$ cat config.mk
export PLATFORM = sky130hd
export DESIGN_NAME = imurc_ctrl
export DESIGN_NICKNAME = d
export VERILOG_FILES = /design/src/rtl/imurc_pkg.sv /design/src/rtl/imurc_ctrl.sv
export SDC_FILE = /design/constraint.sdc
export NUM_CORES = 1
export LEC_CHECK = 0
export BUFFER_PORTS_ARGS = -buffer_cell sky130_fd_sc_hd__buf_2
export CORE_UTILIZATION = 45
export CTS_CLUSTER_DIAMETER = 100
export DETAILED_ROUTE_END_ITERATION = 16
export PLACE_DENSITY = 0.71
export SLEW_MARGIN = 20
export SYNTH_ARGS = -nofsm -noshare
export SYNTH_HDL_FRONTEND = slang
export SYNTH_SLANG_ARGS = --single-unit
$ cat constraint.sdc
create_clock -name clk -period 1.8 [get_ports clk]
set_clock_uncertainty 0.1 [all_clocks]
set_input_delay 0.09 -clock clk [delete_from_list [all_inputs] [get_ports clk]]
set_output_delay 0.09 -clock clk [all_outputs]
set_load 0.03 [all_outputs]
$ cat src/rtl/imurc_pkg.sv
`timescale 1ns / 1ps
// ----------------------------------------------------------------------------
// imurc_pkg
// Types and constants shared by the frame decoder and calibrator modules.
// ----------------------------------------------------------------------------
package imurc_pkg;

    // Frame layout.
    localparam int FRAME_BYTES = 14;
    localparam int STORE_DEPTH = FRAME_BYTES - 1;
    localparam logic [3:0] LAST_POS = 4'(FRAME_BYTES - 1);

    // Register indexes on the configuration port.
    localparam logic [2:0] REG_RATE_RANGE  = 3'd0;
    localparam logic [2:0] REG_ACCEL_RANGE = 3'd1;
    localparam logic [2:0] REG_ROW0        = 3'd2;
    localparam logic [2:0] REG_ROW1        = 3'd3;
    localparam logic [2:0] REG_ROW2        = 3'd4;
    localparam logic [2:0] REG_OFFSET      = 3'd5;

    // Reset values of the calibration matrix rows (identity in Q2.14).
    localparam logic [47:0] ROW0_RESET = 48'h0000_0000_4000;
    localparam logic [47:0] ROW1_RESET = 48'h0000_4000_0000;
    localparam logic [47:0] ROW2_RESET = 48'h4000_0000_0000;

    // Scale constants.
    localparam longint DEG2RAD_Q40 = 64'd19190098069;
    localparam logic [31:0] RATE_K0 = 32'((DEG2RAD_Q40 * 10 + 655) / 1310);
    localparam logic [31:0] RATE_K1 = 32'((DEG2RAD_Q40 * 10 + 327) / 655);
    localparam logic [31:0] RATE_K2 = 32'((DEG2RAD_Q40 * 10 + 164) / 328);
    localparam logic [31:0] RATE_K3 = 32'((DEG2RAD_Q40 * 10 + 82) / 164);
    localparam logic [31:0] G_Q24   = 32'd164528285;

    // Temperature: floor((raw * 51200 + 33387) / 66774) + 5376.
    // The numerator is biased positive by TEMP_BIAS_Q * TEMP_DIV.
    localparam logic [31:0] TEMP_MUL    = 32'd51200;
    localparam logic [31:0] TEMP_ROUND  = 32'd33387;
    localparam logic [31:0] TEMP_DIV    = 32'd66774;
    localparam logic [31:0] TEMP_BIAS_Q = 32'd25200;
    localparam logic [31:0] TEMP_NUM_BIAS = 32'(64'd25200 * 64'd66774);
    localparam logic [31:0] TEMP_RECIP  = 32'((64'd1 << 48) / 64'd66774);
    localparam logic [31:0] TEMP_OFFSET = 32'd5376;

    // Sequencer steps.
    localparam logic [5:0] STEP_RATE_END  = 6'd24;
    localparam logic [5:0] STEP_ACCEL_END = 6'd30;
    localparam logic [5:0] STEP_T_MUL     = 6'd30;
    localparam logic [5:0] STEP_T_ADD     = 6'd31;
    localparam logic [5:0] STEP_T_RECIP   = 6'd32;
    localparam logic [5:0] STEP_T_QUOT    = 6'd33;
    localparam logic [5:0] STEP_T_BACK    = 6'd34;
    localparam logic [5:0] STEP_LAST      = 6'd35;

    typedef enum logic [1:0] {
        ST_COLLECT,
        ST_CALC,
        ST_DONE
    } state_t;

    typedef enum logic [3:0] {
        OP_NONE,
        OP_MULM,    // matrix coefficient times raw rate
        OP_ADD,     // accumulate product
        OP_MULK,    // row sum times rate gain
        OP_RATE,    // round, remove bias, saturate
        OP_MULG,    // raw accel times g
        OP_ACCEL,   // round and saturate accel
        OP_TMUL,    // raw temperature times scale
        OP_TADD,    // add rounding and positive bias
        OP_TRECIP,  // times reciprocal of divisor
        OP_TQUOT,   // keep quotient estimate
        OP_TBACK,   // estimate times divisor
        OP_TFIX     // correct estimate, offset, saturate
    } op_t;

    typedef struct packed {
        logic [7:0] rx_byte;
        logic       frame_start;
    } in_word_t;

    typedef struct packed {
        logic signed [31:0] rate_x;
        logic signed [31:0] rate_y;
        logic signed [31:0] rate_z;
        logic signed [31:0] accel_x;
        logic signed [31:0] accel_y;
        logic signed [31:0] accel_z;
        logic signed [15:0] temperature;
    } out_word_t;

    typedef struct packed {
        logic [1:0]             rate_range;
        logic [1:0]             accel_range;
        logic [2:0][2:0][15:0]  rows;
        logic [2:0][15:0]       offset;
    } cfg_t;

    typedef struct packed {
        logic       wr_en;
        logic [3:0] wr_pos;
        op_t        op;
        logic [1:0] axis;
        logic [1:0] col;
        logic       load;
    } cmd_t;

endpackage

$ cat src/rtl/imurc_ctrl.sv
`timescale 1ns / 1ps
// ----------------------------------------------------------------------------
// imurc_ctrl
// Byte position tracking, compute sequencer and output handshake control.
// ----------------------------------------------------------------------------
module imurc_ctrl
(
    input  logic                clk,
    input  logic                rst_n,
    input  logic                in_valid,
    input  logic                frame_start,
    output logic                in_stall,
    output logic                out_valid,
    input  logic                out_stall,
    output imurc_pkg::cmd_t     cmd
);

    imurc_pkg::state_t state_reg, state_next;
    logic [3:0] pos_reg, pos_next;
    logic [5:0] step_reg, step_next;
    logic       out_valid_reg, out_valid_next;
    logic [3:0] eff_pos;
    logic       accept;
    logic [5:0] acc_step;

    // State, position, step and output valid registers.
    always_ff @(posedge clk or negedge rst_n)
    begin
        if (!rst_n)
        begin
            state_reg     <= imurc_pkg::ST_COLLECT;
            pos_reg       <= 4'd0;
            step_reg      <= 6'd0;
            out_valid_reg <= 1'b0;
        end
        else
        begin
            state_reg     <= state_next;
            pos_reg       <= pos_next;
            step_reg      <= step_next;
            out_valid_reg <= out_valid_next;
        end
    end

    assign in_stall  = (state_reg != imurc_pkg::ST_COLLECT);
    assign out_valid = out_valid_reg;
    assign accept    = in_valid && !in_stall;
    assign eff_pos   = frame_start ? 4'd0 : pos_reg;
    assign acc_step  = step_reg - imurc_pkg::STEP_RATE_END;

    // Next state, sequencer decode and commands.
    always_comb
    begin
        state_next     = state_reg;
        pos_next       = pos_reg;
        step_next      = step_reg;
        out_valid_next = out_valid_reg && out_stall;
        cmd            = '0;
        cmd.op         = imurc_pkg::OP_NONE;
        cmd.wr_pos     = eff_pos;

        unique case (state_reg)
            imurc_pkg::ST_COLLECT:
            begin
                if (accept)
                begin
                    cmd.wr_en = 1'b1;
                    if (eff_pos == imurc_pkg::LAST_POS)
                    begin
                        pos_next   = 4'd0;
                        step_next  = 6'd0;
                        state_next = imurc_pkg::ST_CALC;
                    end
                    else
                    begin
                        pos_next = eff_pos + 4'd1;
                    end
                end
            end
            imurc_pkg::ST_CALC:
            begin
                if (step_reg < imurc_pkg::STEP_RATE_END)
                begin
                    cmd.axis = step_reg[4:3];
                    cmd.col  = step_reg[2:1];
                    if (step_reg[2:0] == 3'd6)
                        cmd.op = imurc_pkg::OP_MULK;
                    else if (step_reg[2:0] == 3'd7)
                        cmd.op = imurc_pkg::OP_RATE;
                    else if (step_reg[0])
                        cmd.op = imurc_pkg::OP_ADD;
                    else
                        cmd.op = imurc_pkg::OP_MULM;
                end
                else if (step_reg < imurc_pkg::STEP_ACCEL_END)
                begin
                    cmd.axis = acc_step[2:1];
                    cmd.op   = acc_step[0] ? imurc_pkg::OP_ACCEL : imurc_pkg::OP_MULG;
                end
                else
                begin
                    unique case (step_reg)
                        imurc_pkg::STEP_T_MUL:   cmd.op = imurc_pkg::OP_TMUL;
                        imurc_pkg::STEP_T_ADD:   cmd.op = imurc_pkg::OP_TADD;
                        imurc_pkg::STEP_T_RECIP: cmd.op = imurc_pkg::OP_TRECIP;
                        imurc_pkg::STEP_T_QUOT:  cmd.op = imurc_pkg::OP_TQUOT;
                        imurc_pkg::STEP_T_BACK:  cmd.op = imurc_pkg::OP_TBACK;
                        default:                 cmd.op = imurc_pkg::OP_TFIX;
                    endcase
                end
                step_next = step_reg + 6'd1;
                if (step_reg == imurc_pkg::STEP_LAST)
                    state_next = imurc_pkg::ST_DONE;
            end
            imurc_pkg::ST_DONE:
            begin
                if (!out_valid_reg || !out_stall)
                begin
                    cmd.load       = 1'b1;
                    out_valid_next = 1'b1;
                    state_next     = imurc_pkg::ST_COLLECT;
                end
            end
            default:
            begin
                state_next = imurc_pkg::ST_COLLECT;
            end
        endcase
    end

endmodule

==> impl_metrics.py <==
metrics = {
    "worst_setup_path": {
        "critical_path.slowest_cell": "dfrtp_1",
        "crit_type": "register to primary output",
        "crit_chain": "buf_4, and2_2, a21oi_2, nor2_2, a311oi_2, buf_4",
        "cp-start-kind": "register",
        "path_max_fanout": 10,
        "endpoint_kind": "primary output",
        "reg2reg_depth": 4,
        "critical-path-max-stage-delay_ns": 0.43,
        "critPathMostFrequentCell": "buf_4",
        "required_ns": 1.61,
        "critical_path_arrival_ns": 1.80,
    },
    "yosys": {
        "synth.cell_area_mm2": 0.00101,
        "muxShareOfSynthArea": 0.0111,
        "synthAdderAreaFrac": 0.0617,
        "syn_nets": 127,
        "synth_cell_types": 42,
        "yosysWarnings": 0,
        "synthArstFlopShare": 1.00,
        "synth_xor_area_frac": 0,
        "synth-compound-area-share": 0.264,
        "synth-edff-count": 0,
        "synth_area_leader_cell": "dfrtp_1",
        "ys_seq_elements": 13,
        "syn_inst": 117,
        "synthFlopType": "dfrtp_1",
        "synth-simple-area-share": 0.278,
        "synth_top_area_frac": 0.321,
        "synth_top_family_by_area": "simple AND/OR/NAND/NOR gates",
        "synth.avg_cell_area_um2": 8.66,
        "ys_seq_area_frac": 0.321,
        "synthTopCellsByArea": "dfrtp_1 32%, ha_1 6.2%, nand2_1 4.8%, a21oi_1 3.5%, nor2_1 3.3%",
    },
    "timing": {
        "tightest_slew_ns": 0.289,
        "finalCritPeriodShare": 1.10,
        "finalCriticalPeriod_ns": 1.99,
        "setup_viol": 4,
        "max_freq_ghz": 0.504,
        "max_slew_margin": 0.805,
        "hold_viol_final": 0,
        "tns_ns": -0.602,
        "setup_ws_ns": -0.185,
        "report.final.slew_viol_count": 0,
        "rsz0062_at_grt": "true",
        "hold_ws_ns": 0.121,
    },
    "finish": {
        "final_core_util": 0.737,
        "largest_register_ffs": 6,
        "finalNetCount": 168,
        "design_area_mm2": 0.00151,
        "fill_cells": 137,
        "drive_above_1_share": 0.548,
        "most-common-layout-cells": "19 x buf_4, 16 x buf_2, 11 x nand2_1",
        "n_antenna_cell": 0,
        "layout_commonest_cell": "buf_4",
        "area_delta_synth_final_pct": 48.5,
    },
    "grt": {
        "grtUsageTotal": 0.254,
        "grt_pass1_wl_um": 4640,
        "grt_pass1_vias": 1020,
        "grt_max_degree": 14,
        "overflow": 0,
        "antenna_found_initial": 0,
    },
    "outcome": {
        "failed_checks": "negative setup slack",
        "status": "complete, but fails checks",
    },
    "routing": {
        "top_layer_used": "met4",
        "wl_met2_um": 1560,
        "vias_per_cell": 5.88,
        "vias": 1082,
        "drt-met1-wl_um": 1250,
        "post_drt_wl_per_cell_um": 16.7,
        "drc": 0,
        "drt_iter0_drc": 53,
        "drt_wl_total_um": 3070,
        "met3_length_um": 236,
        "drtAntennaViolNets": 0,
        "drt_pass1_iterations": 4,
    },
    "die": {
        "die_y_um": 49.5,
        "start_util": 0.496,
        "die-area_mm2": 0.00245,
        "core_area_mm2": 0.00204,
        "dieWidth_um": 49.5,
        "io-pin-count": 21,
        "core.rowCount": 16,
    },
    "cts": {
        "cts_buffers": 3,
        "clk_pin_slew_ns": 0.08,
        "clk_path_buf_depth": 2,
        "cts_root_buffer": "clkbuf_4",
        "cts_tree": "done",
        "insertion_delay_ns": 0.29,
        "clock-sinks": 13,
        "ctsHtreeMaxLevel": 1,
    },
    "power_and_ir_drop": {
        "power.density_mw_per_mm2": 1390,
        "p_leak_uw": 0.000681,
        "vdd_ir_drop_max_mv": 1.05,
    },
    "place": {
        "gp_congestion": 0.866,
        "portBuffers": 20,
        "dpl.hpwl_um": 1860,
        "placed_area_mm2": 0.00121,
        "preCtsSetupSlack_ns": -0.0248,
    },
    "flow_run": {
        "max_cap_violations": 0,
    },
    "worst_hold_path": {
        "hp-class": "input pin to asynchronous set/reset pin",
    },
}
## layout make-up
| class | count | area, um2 | share of cell area |
|---|---|---|---|
| repair buffers | 43 | 309 | 0.205 |
| well taps | 27 | 33.8 | 0.0224 |
| flip-flops and latches | 13 | 329 | 0.219 |
| clock inverters | 1 | 5.00 | 0.00333 |
| inverters | 6 | 27.5 | 0.0183 |
| multi-input cells | 91 | 778 | 0.517 |
| clock buffers | 3 | 22.5 | 0.0150 |
## layer usage
| metal | up-vias | track usage |
|---|---|---|
| met1 | 515 | 0.307 |
| met5 | - | 0 |
| met4 | 0 | 0.0429 |
| li1 | 504 | - |
| met3 | 4 | 0.0864 |
| met2 | 59 | 0.441 |
## power by group
group	leakage [uW]	switching [uW]	internal (uW)
logic	0.000497	760	618
clock network	0.0000177	102	82.7
registers	0.000167	149	385
total	0.000681	1010	1090
## kinds of logic after synthesis
group | Yosys count
flip-flops | 13
buffers and inverters | 13
adder cells (fa/ha/maj) | 5
AND/OR/NAND/NOR | 48
AO/OA/AOI/OAI | 37
multiplexers | 1
## metrics by stage
step | total power [uW] | cells
after floorplan | 1150 | 117
after global placement | 1440 | 168
after detailed placement | 1470 | 168
after CTS | 1870 | 180
after global routing | 2220 | 184
final | 2100 | 184
## worst max-delay path, delay by kind of cell (launching register included)
kind	cells	cell delay, ns
and+or+nand+nor	2	0.26
buffers and inverters	2	0.39
AOI/OAI and AO/OA	2	0.42
DFF	1	0.43
## Yosys cell counts, types with 4 or more instances
cell type,number
ha_1,5
dfrtp_1,13
a21oi_1,7
nor3_1,4
nor2_1,9
inv_1,5
o21ai_0,6
nand2_1,13
## path summary, 6_finish.rpt
path / from / endpoint / slack [ns]
max: step_reg[4] / cmd[5] / -0.19
min: rst_n / state_reg[0] / 0.12
max reg2reg: state_reg[1] / step_reg[5] / 0.23
min reg2reg: out_valid / out_valid / 0.45
max in group asynchronous: rst_n / step_reg[1] / 1.23
min in group clk: in_valid / step_reg[1] / 0.19
## timing repair
action,in CTS,in global routing
pin swaps,8,5
hold buffers,3,0
endpoints found under the setup margin,6,8
gates resized for setup,25,20
setup buffers,5,4
endpoints found under the hold margin,18,0
(Power assumes the default switching activity.)
