### config.mk
export PLATFORM = sky130hd
export DESIGN_NAME = imurc_dp
export DESIGN_NICKNAME = d
export VERILOG_FILES = /design/src/rtl/imurc_pkg.sv /design/src/rtl/imurc_dp.sv
export SDC_FILE = /design/constraint.sdc
export NUM_CORES = 2
export LEC_CHECK = 0
export BUFFER_PORTS_ARGS = -buffer_cell sky130_fd_sc_hd__buf_2
export CAP_MARGIN = 20
export CORE_ASPECT_RATIO = 1.1
export CORE_MARGIN = 2
export CORE_UTILIZATION = 50
export CTS_BUF_LIST = sky130_fd_sc_hd__clkbuf_8
export DETAILED_ROUTE_END_ITERATION = 8
export GPL_TIMING_DRIVEN = 0
export PLACE_DENSITY_LB_ADDON = 0.25
export SLEW_MARGIN = 30
export SYNTH_ARGS = -nofsm -noshare
export SYNTH_HDL_FRONTEND = slang
export SYNTH_SLANG_ARGS = --single-unit
### constraint.sdc
create_clock -name clk -period 12 [get_ports clk]
set_input_delay 0.6 -clock clk [delete_from_list [all_inputs] [get_ports clk]]
set_output_delay 0.6 -clock clk [all_outputs]
set_load 0.1 [all_outputs]
### src/rtl/imurc_pkg.sv
`timescale 1ns / 1ps
// ----------------------------------------------------------------------------
// imurc_pkg
// Types and constants shared by the frame decoder and calibrator modules.
// ----------------------------------------------------------------------------
package imurc_pkg;

    // Frame layout.
    localparam int FRAME_BYTES = 14;
    localparam int STORE_DEPTH = FRAME_BYTES - 1;
    localparam logic [3:0] LAST_POS = 4'(FRAME_BYTES - 1);

    // Register indexes on the configuration port.
    localparam logic [2:0] REG_RATE_RANGE  = 3'd0;
    localparam logic [2:0] REG_ACCEL_RANGE = 3'd1;
    localparam logic [2:0] REG_ROW0        = 3'd2;
    localparam logic [2:0] REG_ROW1        = 3'd3;
    localparam logic [2:0] REG_ROW2        = 3'd4;
    localparam logic [2:0] REG_OFFSET      = 3'd5;

    // Reset values of the calibration matrix rows (identity in Q2.14).
    localparam logic [47:0] ROW0_RESET = 48'h0000_0000_4000;
    localparam logic [47:0] ROW1_RESET = 48'h0000_4000_0000;
    localparam logic [47:0] ROW2_RESET = 48'h4000_0000_0000;

    // Scale constants.
    localparam longint DEG2RAD_Q40 = 64'd19190098069;
    localparam logic [31:0] RATE_K0 = 32'((DEG2RAD_Q40 * 10 + 655) / 1310);
    localparam logic [31:0] RATE_K1 = 32'((DEG2RAD_Q40 * 10 + 327) / 655);
    localparam logic [31:0] RATE_K2 = 32'((DEG2RAD_Q40 * 10 + 164) / 328);
    localparam logic [31:0] RATE_K3 = 32'((DEG2RAD_Q40 * 10 + 82) / 164);
    localparam logic [31:0] G_Q24   = 32'd164528285;

    // Temperature: floor((raw * 51200 + 33387) / 66774) + 5376.
    // The numerator is biased positive by TEMP_BIAS_Q * TEMP_DIV.
    localparam logic [31:0] TEMP_MUL    = 32'd51200;
    localparam logic [31:0] TEMP_ROUND  = 32'd33387;
    localparam logic [31:0] TEMP_DIV    = 32'd66774;
    localparam logic [31:0] TEMP_BIAS_Q = 32'd25200;
    localparam logic [31:0] TEMP_NUM_BIAS = 32'(64'd25200 * 64'd66774);
    localparam logic [31:0] TEMP_RECIP  = 32'((64'd1 << 48) / 64'd66774);
    localparam logic [31:0] TEMP_OFFSET = 32'd5376;

    // Sequencer steps.
    localparam logic [5:0] STEP_RATE_END  = 6'd24;
    localparam logic [5:0] STEP_ACCEL_END = 6'd30;
    localparam logic [5:0] STEP_T_MUL     = 6'd30;
    localparam logic [5:0] STEP_T_ADD     = 6'd31;
    localparam logic [5:0] STEP_T_RECIP   = 6'd32;
    localparam logic [5:0] STEP_T_QUOT    = 6'd33;
    localparam logic [5:0] STEP_T_BACK    = 6'd34;
    localparam logic [5:0] STEP_LAST      = 6'd35;

    typedef enum logic [1:0] {
        ST_COLLECT,
        ST_CALC,
        ST_DONE
    } state_t;

    typedef enum logic [3:0] {
        OP_NONE,
        OP_MULM,    // matrix coefficient times raw rate
        OP_ADD,     // accumulate product
        OP_MULK,    // row sum times rate gain
        OP_RATE,    // round, remove bias, saturate
        OP_MULG,    // raw accel times g
        OP_ACCEL,   // round and saturate accel
        OP_TMUL,    // raw temperature times scale
        OP_TADD,    // add rounding and positive bias
        OP_TRECIP,  // times reciprocal of divisor
        OP_TQUOT,   // keep quotient estimate
        OP_TBACK,   // estimate times divisor
        OP_TFIX     // correct estimate, offset, saturate
    } op_t;

    typedef struct packed {
        logic [7:0] rx_byte;
        logic       frame_start;
    } in_word_t;

    typedef struct packed {
        logic signed [31:0] rate_x;
        logic signed [31:0] rate_y;
        logic signed [31:0] rate_z;
        logic signed [31:0] accel_x;
        logic signed [31:0] accel_y;
        logic signed [31:0] accel_z;
        logic signed [15:0] temperature;
    } out_word_t;

    typedef struct packed {
        logic [1:0]             rate_range;
        logic [1:0]             accel_range;
        logic [2:0][2:0][15:0]  rows;
        logic [2:0][15:0]       offset;
    } cfg_t;

    typedef struct packed {
        logic       wr_en;
        logic [3:0] wr_pos;
        op_t        op;
        logic [1:0] axis;
        logic [1:0] col;
        logic       load;
    } cmd_t;

endpackage

### src/rtl/imurc_dp.sv
`timescale 1ns / 1ps
// ----------------------------------------------------------------------------
// imurc_dp
// Frame byte store, shared multiplier, accumulator and result registers.
// ----------------------------------------------------------------------------
module imurc_dp
(
    input  logic                clk,
    input  logic [7:0]          rx_byte,
    input  imurc_pkg::cfg_t     cfg,
    input  imurc_pkg::cmd_t     cmd,
    output imurc_pkg::out_word_t out_word
);

    logic [7:0]          store_reg [imurc_pkg::STORE_DEPTH];
    logic [7:0]          last_reg;
    logic signed [34:0]  acc_reg, acc_next;
    logic signed [68:0]  prod_reg;
    logic [16:0]         q0_reg;
    logic signed [31:0]  rate_res_reg [3];
    logic signed [31:0]  accel_res_reg [3];
    logic signed [15:0]  temp_res_reg;
    imurc_pkg::out_word_t out_reg;

    logic signed [15:0]  raw_accel [3];
    logic signed [15:0]  raw_rate [3];
    logic signed [15:0]  raw_temp;
    logic signed [35:0]  mul_a;
    logic signed [32:0]  mul_b;
    logic signed [68:0]  mul_p;
    logic [31:0]         rate_k;
    logic signed [68:0]  rate_t;
    logic [4:0]          ash;
    logic signed [68:0]  accel_t;
    logic signed [68:0]  rem_t;
    logic signed [18:0]  temp_q;

    function automatic logic signed [31:0] sat32(input logic signed [68:0] v);
        if (v > 69'sd2147483647)
            return 32'sh7fff_ffff;
        else if (v < -69'sd2147483648)
            return 32'sh8000_0000;
        else
            return v[31:0];
    endfunction

    function automatic logic signed [15:0] sat16(input logic signed [18:0] v);
        if (v > 19'sd32767)
            return 16'sh7fff;
        else if (v < -19'sd32768)
            return 16'sh8000;
        else
            return v[15:0];
    endfunction

    // Raw words of the frame, big-endian.
    always_comb
    begin
        for (int i = 0; i < 3; i++)
        begin
            raw_accel[i] = {store_reg[2 * i], store_reg[2 * i + 1]};
        end
        raw_temp    = {store_reg[6], store_reg[7]};
        raw_rate[0] = {store_reg[8], store_reg[9]};
        raw_rate[1] = {store_reg[10], store_reg[11]};
        raw_rate[2] = {store_reg[12], last_reg};
    end

    // Gain for the selected gyro range.
    always_comb
    begin
        case (cfg.rate_range)
            2'd0:    rate_k = imurc_pkg::RATE_K0;
            2'd1:    rate_k = imurc_pkg::RATE_K1;
            2'd2:    rate_k = imurc_pkg::RATE_K2;
            default: rate_k = imurc_pkg::RATE_K3;
        endcase
    end

    // Operand selection for the shared multiplier.
    always_comb
    begin
        mul_a = '0;
        mul_b = '0;
        case (cmd.op)
            imurc_pkg::OP_MULM:
            begin
                mul_a = 36'(signed'(cfg.rows[cmd.axis][cmd.col]));
                mul_b = 33'(raw_rate[cmd.col]);
            end
            imurc_pkg::OP_MULK:
            begin
                mul_a = 36'(acc_reg);
                mul_b = signed'({1'b0, rate_k});
            end
            imurc_pkg::OP_MULG:
            begin
                mul_a = 36'(raw_accel[cmd.axis]);
                mul_b = signed'({1'b0, imurc_pkg::G_Q24});
            end
            imurc_pkg::OP_TMUL:
            begin
                mul_a = 36'(raw_temp);
                mul_b = signed'({1'b0, imurc_pkg::TEMP_MUL});
            end
            imurc_pkg::OP_TRECIP:
            begin
                mul_a = 36'(acc_reg);
                mul_b = signed'({1'b0, imurc_pkg::TEMP_RECIP});
            end
            imurc_pkg::OP_TBACK:
            begin
                mul_a = signed'({19'd0, q0_reg});
                mul_b = signed'({1'b0, imurc_pkg::TEMP_DIV});
            end
            default:
            begin
                mul_a = '0;
                mul_b = '0;
            end
        endcase
    end

    assign mul_p = 69'(mul_a) * 69'(mul_b);

    // Rounding, bias, correction of the temperature quotient.
    assign rate_t  = ((prod_reg + (69'sd1 <<< 37)) >>> 38)
                     - 69'(signed'(cfg.offset[cmd.axis]));
    assign ash     = 5'd22 - {3'd0, cfg.accel_range};
    assign accel_t = (prod_reg + (69'sd1 <<< (ash - 5'd1))) >>> ash;
    assign rem_t   = 69'(acc_reg) - prod_reg;
    assign temp_q  = signed'({2'd0, q0_reg})
                     + ((rem_t >= signed'(69'(imurc_pkg::TEMP_DIV))) ? 19'sd1 : 19'sd0)
                     - 19'(imurc_pkg::TEMP_BIAS_Q) + 19'(imurc_pkg::TEMP_OFFSET);

    // Accumulator update.
    always_comb
    begin
        acc_next = acc_reg;
        case (cmd.op)
            imurc_pkg::OP_ADD:
            begin
                if (cmd.col == 2'd0)
                    acc_next = prod_reg[34:0];
                else
                    acc_next = acc_reg + prod_reg[34:0];
            end
            imurc_pkg::OP_TADD:
            begin
                acc_next = prod_reg[34:0] + 35'(imurc_pkg::TEMP_ROUND)
                           + 35'(imurc_pkg::TEMP_NUM_BIAS);
            end
            default:
            begin
                acc_next = acc_reg;
            end
        endcase
    end

    // Datapath registers.
    always_ff @(posedge clk)
    begin
        if (cmd.wr_en)
        begin
            if (cmd.wr_pos == imurc_pkg::LAST_POS)
                last_reg <= rx_byte;
            else
                store_reg[cmd.wr_pos] <= rx_byte;
        end
        acc_reg  <= acc_next;
        prod_reg <= mul_p;
        if (cmd.op == imurc_pkg::OP_TQUOT)
            q0_reg <= prod_reg[64:48];
        if (cmd.op == imurc_pkg::OP_RATE)
            rate_res_reg[cmd.axis] <= sat32(rate_t);
        if (cmd.op == imurc_pkg::OP_ACCEL)
            accel_res_reg[cmd.axis] <= sat32(accel_t);
        if (cmd.op == imurc_pkg::OP_TFIX)
            temp_res_reg <= sat16(temp_q);
        if (cmd.load)
        begin
            out_reg.rate_x      <= rate_res_reg[0];
            out_reg.rate_y      <= rate_res_reg[1];
            out_reg.rate_z      <= rate_res_reg[2];
            out_reg.accel_x     <= accel_res_reg[0];
            out_reg.accel_y     <= accel_res_reg[1];
            out_reg.accel_z     <= accel_res_reg[2];
            out_reg.temperature <= temp_res_reg;
        end
    end

    assign out_word = out_reg;

endmodule

==> impl_metrics.json <==
{
  "p_comb_share_pct": 57.8,
  "drtIter0Drc": 6364,
  "preCtsSetupSlack_ns": -1.94,
  "viasPerCell": 5.98,
  "fill_cells": 13700,
  "grt_pass1_vias": 62600,
  "violations": "DRC",
  "layout_commonest_cell": "inv_1",
  "rows": 149,
  "power_density_mw_per_mm2": 141,
  "synthFlopType": "edfxtp_1",
  "slew_headroom_pct": 24.2,
  "fin_area_mm2": 0.0832,
  "finalWorstSetupSlack_ns": 0.0557,
  "synthArstFlopShare_pct": 0,
  "sequentialPowerShare_pct": 27.4,
  "hold_viol": 0,
  "cts_inserted_buffers": 88,
  "p_clk_share_pct": 14.8,
  "grt_overflow": 0,
  "yosysWarnings": 0,
  "total_power_uw": 11800,
  "clockRootBuffer": "clkbuf_8",
  "cpMostUsedCell": "fa_1",
  "dpl.hpwl_um": 267000,
  "ys_types": 92,
  "leakagePower_uw": 0.0379,
  "wl_per_cell_um": 30.6,
  "nets": 10100,
  "drv_slew": 0,
  "ys_seq_elements": 649,
  "clk_pin_slew_ns": 0.07,
  "finalCritPeriodShare_pct": 99.5,
  "ioPinCount": 427,
  "cp_max_fo": 10,
  "clock_latency_ns": 0.79,
  "yosysSeqAreaShare_pct": 25.0,
  "synth_edf_count": 580,
  "cts_tree": "done",
  "start_util_pct": 50.3,
  "drv_cap": 0,
  "p_int_uw": 6000,
  "cp_slowest_stage_delay_ns": 0.84,
  "required_ns": 12.67,
  "tightest_slew_ns": 1.13,
  "syn_area_mm2": 0.0753,
  "grt_max_degree": 99,
  "setup_tns_ns": 0,
  "critPathKind": "in2reg",
  "io_buffers": 424,
  "die_h_um": 411,
  "wl_um": 316000,
  "die_w_um": 374,
  "p_sw_uw": 5750,
  "dieArea_mm2": 0.154,
  "syn_to_final_growth_pct": 10.5,
  "layout-drive-gt1-share_pct": 10.6,
  "grt_first_pass_wirelength_um": 445000,
  "cp_data_arrival_time_ns": 12.62,
  "cts_htree_levels": 3,
  "grt_use_total_pct": 41.0,
  "outcome": "finished with violations",
  "largest_reg_flops": 208,
  "fmaxAchievable_ghz": 0.0837,
  "fin_crit_ns": 11.94,
  "finalSetupViolations": 0,
  "vdd_drop_max_uv": 112,
  "min_path_type": "in2reg",
  "syn_inst": 7707,
  "route.detailed.drc": 3,
  "start_kind": "input pin",
  "mostFrequentLayoutCells": "inv_1, fa_1, nand2_1, nor2_1, edfxtp_1",
  "core_area_mm2": 0.150,
  "critPathSlowestCell": "a21oi_1",
  "drtPass1Iterations": 9,
  "clockBufferDepth": 3,
  "antenna_found_initial": 22,
  "cts_sinks": 649,
  "place_area_mm2": 0.0810,
  "finalClockSkew_ns": 0.0540,
  "switching_share_pct": 48.9,
  "ant_nets": 0,
  "crit_path_end_kind": "flip-flop",
  "syn_avg_cell_area_um2": 9.77,
  "dr_total_vias": 61800,
  "gp_congestion": 1.09
}
[metal layers]
metal,GRT usage (%),share of wire [%]
met5,0,0.018
met4,25.3,7.4
met1,51.3,37
met3,9.82,10
met2,64.7,45
[worst max-delay path, delay by kind of cell]
kind                       cells  cell delay (ns)
adders and majority gates      9             4.77
buffers and inverters          7             1.74
xor gates and xnor gates       1             0.20
AOI/OAI and AO/OA             12             4.65
and+or+nand+nor                4             0.60
[synthesized netlist by cell type (11+ instances only)]
master / count / area share, %
nor2_1: 792 / 3.9
o21bai_1: 33 / 0.33
a221o_1: 12 / 0.16
nor2b_1: 41 / 0.34
o21ai_1: 36 / 0.24
a21oi_1: 390 / 2.6
a211o_1: 13 / 0.15
clkbuf_1: 301 / 1.5
inv_1: 1265 / 6.3
nand2_1: 911 / 4.5
nand2b_1: 47 / 0.39
nand3_1: 78 / 0.52
o31ai_1: 21 / 0.21
o22ai_1: 35 / 0.29
and2_1: 43 / 0.36
o211ai_1: 41 / 0.41
a211oi_1: 31 / 0.31
ha_1: 407 / 6.8
o21a_1: 44 / 0.44
and3_1: 27 / 0.22
buf_1: 35 / 0.17
nor3_1: 92 / 0.61
a31oi_1: 40 / 0.33
o21ai_0: 234 / 1.6
fa_1: 1218 / 32
and4_1: 15 / 0.17
edfxtp_1: 580 / 23
nand4_1: 38 / 0.32
mux2_2: 19 / 0.28
a2111oi_0: 13 / 0.15
a21o_1: 115 / 1.1
a222oi_1: 15 / 0.20
or3_1: 20 / 0.17
xnor2_1: 201 / 2.3
mux2i_1: 154 / 2.0
o221ai_1: 11 / 0.13
nor4_1: 24 / 0.20
a221oi_1: 24 / 0.28
dfxtp_1: 69 / 1.8
xor2_1: 44 / 0.51
buf_2: 14 / 0.093
[worst paths after layout]
path,slack (ns),start,cells past startpoint,endpoint
worst max register to register,0.33,store_reg[0][7]$_DFFE_PP_,36,prod_reg[67]$_DFF_P_
worst min register to register,0.42,temp_res_reg[4]$_SDFFCE_PN1N_,0,out_word[4]$_DFFE_PP_
worst max-delay path,0.06,cmd[3],33,prod_reg[66]$_DFF_P_
worst min-delay path,0.25,cmd[0],1,out_word[129]$_DFFE_PP_
[layout make-up]
cell class              count  area, um2  area share [%]
well taps                1963       2460            2.95
diodes                     18       45.0          0.0541
repair buffers            484       2830            3.40
clock buffers              98       1350            1.62
inverters                1270       4770            5.73
flip-flops and latches    649      18800            22.6
clock inverters            63        448           0.538
multi-input cells        5436      50900            61.2
plain buffers             349       1550            1.86
[power groups by stage]
| stage | sequential [uW] | combinational (uW) | clock (uW) |
|---|---|---|---|
| after floorplan | 3240 | 4260 | 0 |
| after detailed placement | 3250 | 6590 | 0 |
| after global placement | 3250 | 6470 | 0 |
| after CTS | 3200 | 6620 | 1760 |
| final | 3220 | 6790 | 1740 |
| after global routing | 3220 | 7330 | 1840 |
[cell families (layout without fill, tap and decap cells)]
family / after synthesis / after routing / share of synthesized area [%]
flops: 649 / 649 / 25.0
xor+xnor: 245 / 245 / 2.85
other cells: 1 / 20 / 0.00498
simple gates: 2174 / 2174 / 12.3
buf+inv: 1623 / 2264 / 8.13
fa+ha+maj: 1625 / 1625 / 39.1
compound gates: 1217 / 1217 / 10.3
mux: 173 / 173 / 2.33
[through the flow]
stage                     std cells  util (%)  hold WS, ns
after floorplan                7708         -        0.400
after global placement        10100      53.4        0.401
after detailed placement      10200      54.1        0.405
after CTS                     10300      55.4        0.169
after global routing          10300      55.5        0.218
final                         10300      55.6        0.247
[timing repair]
item,CTS,global route
hold buffers,0,0
setup buffers,0,3
resized for setup,50,107
setup endpoints to repair,19,12
hold endpoints to repair,0,0
Power figures use the tool's default switching activity.
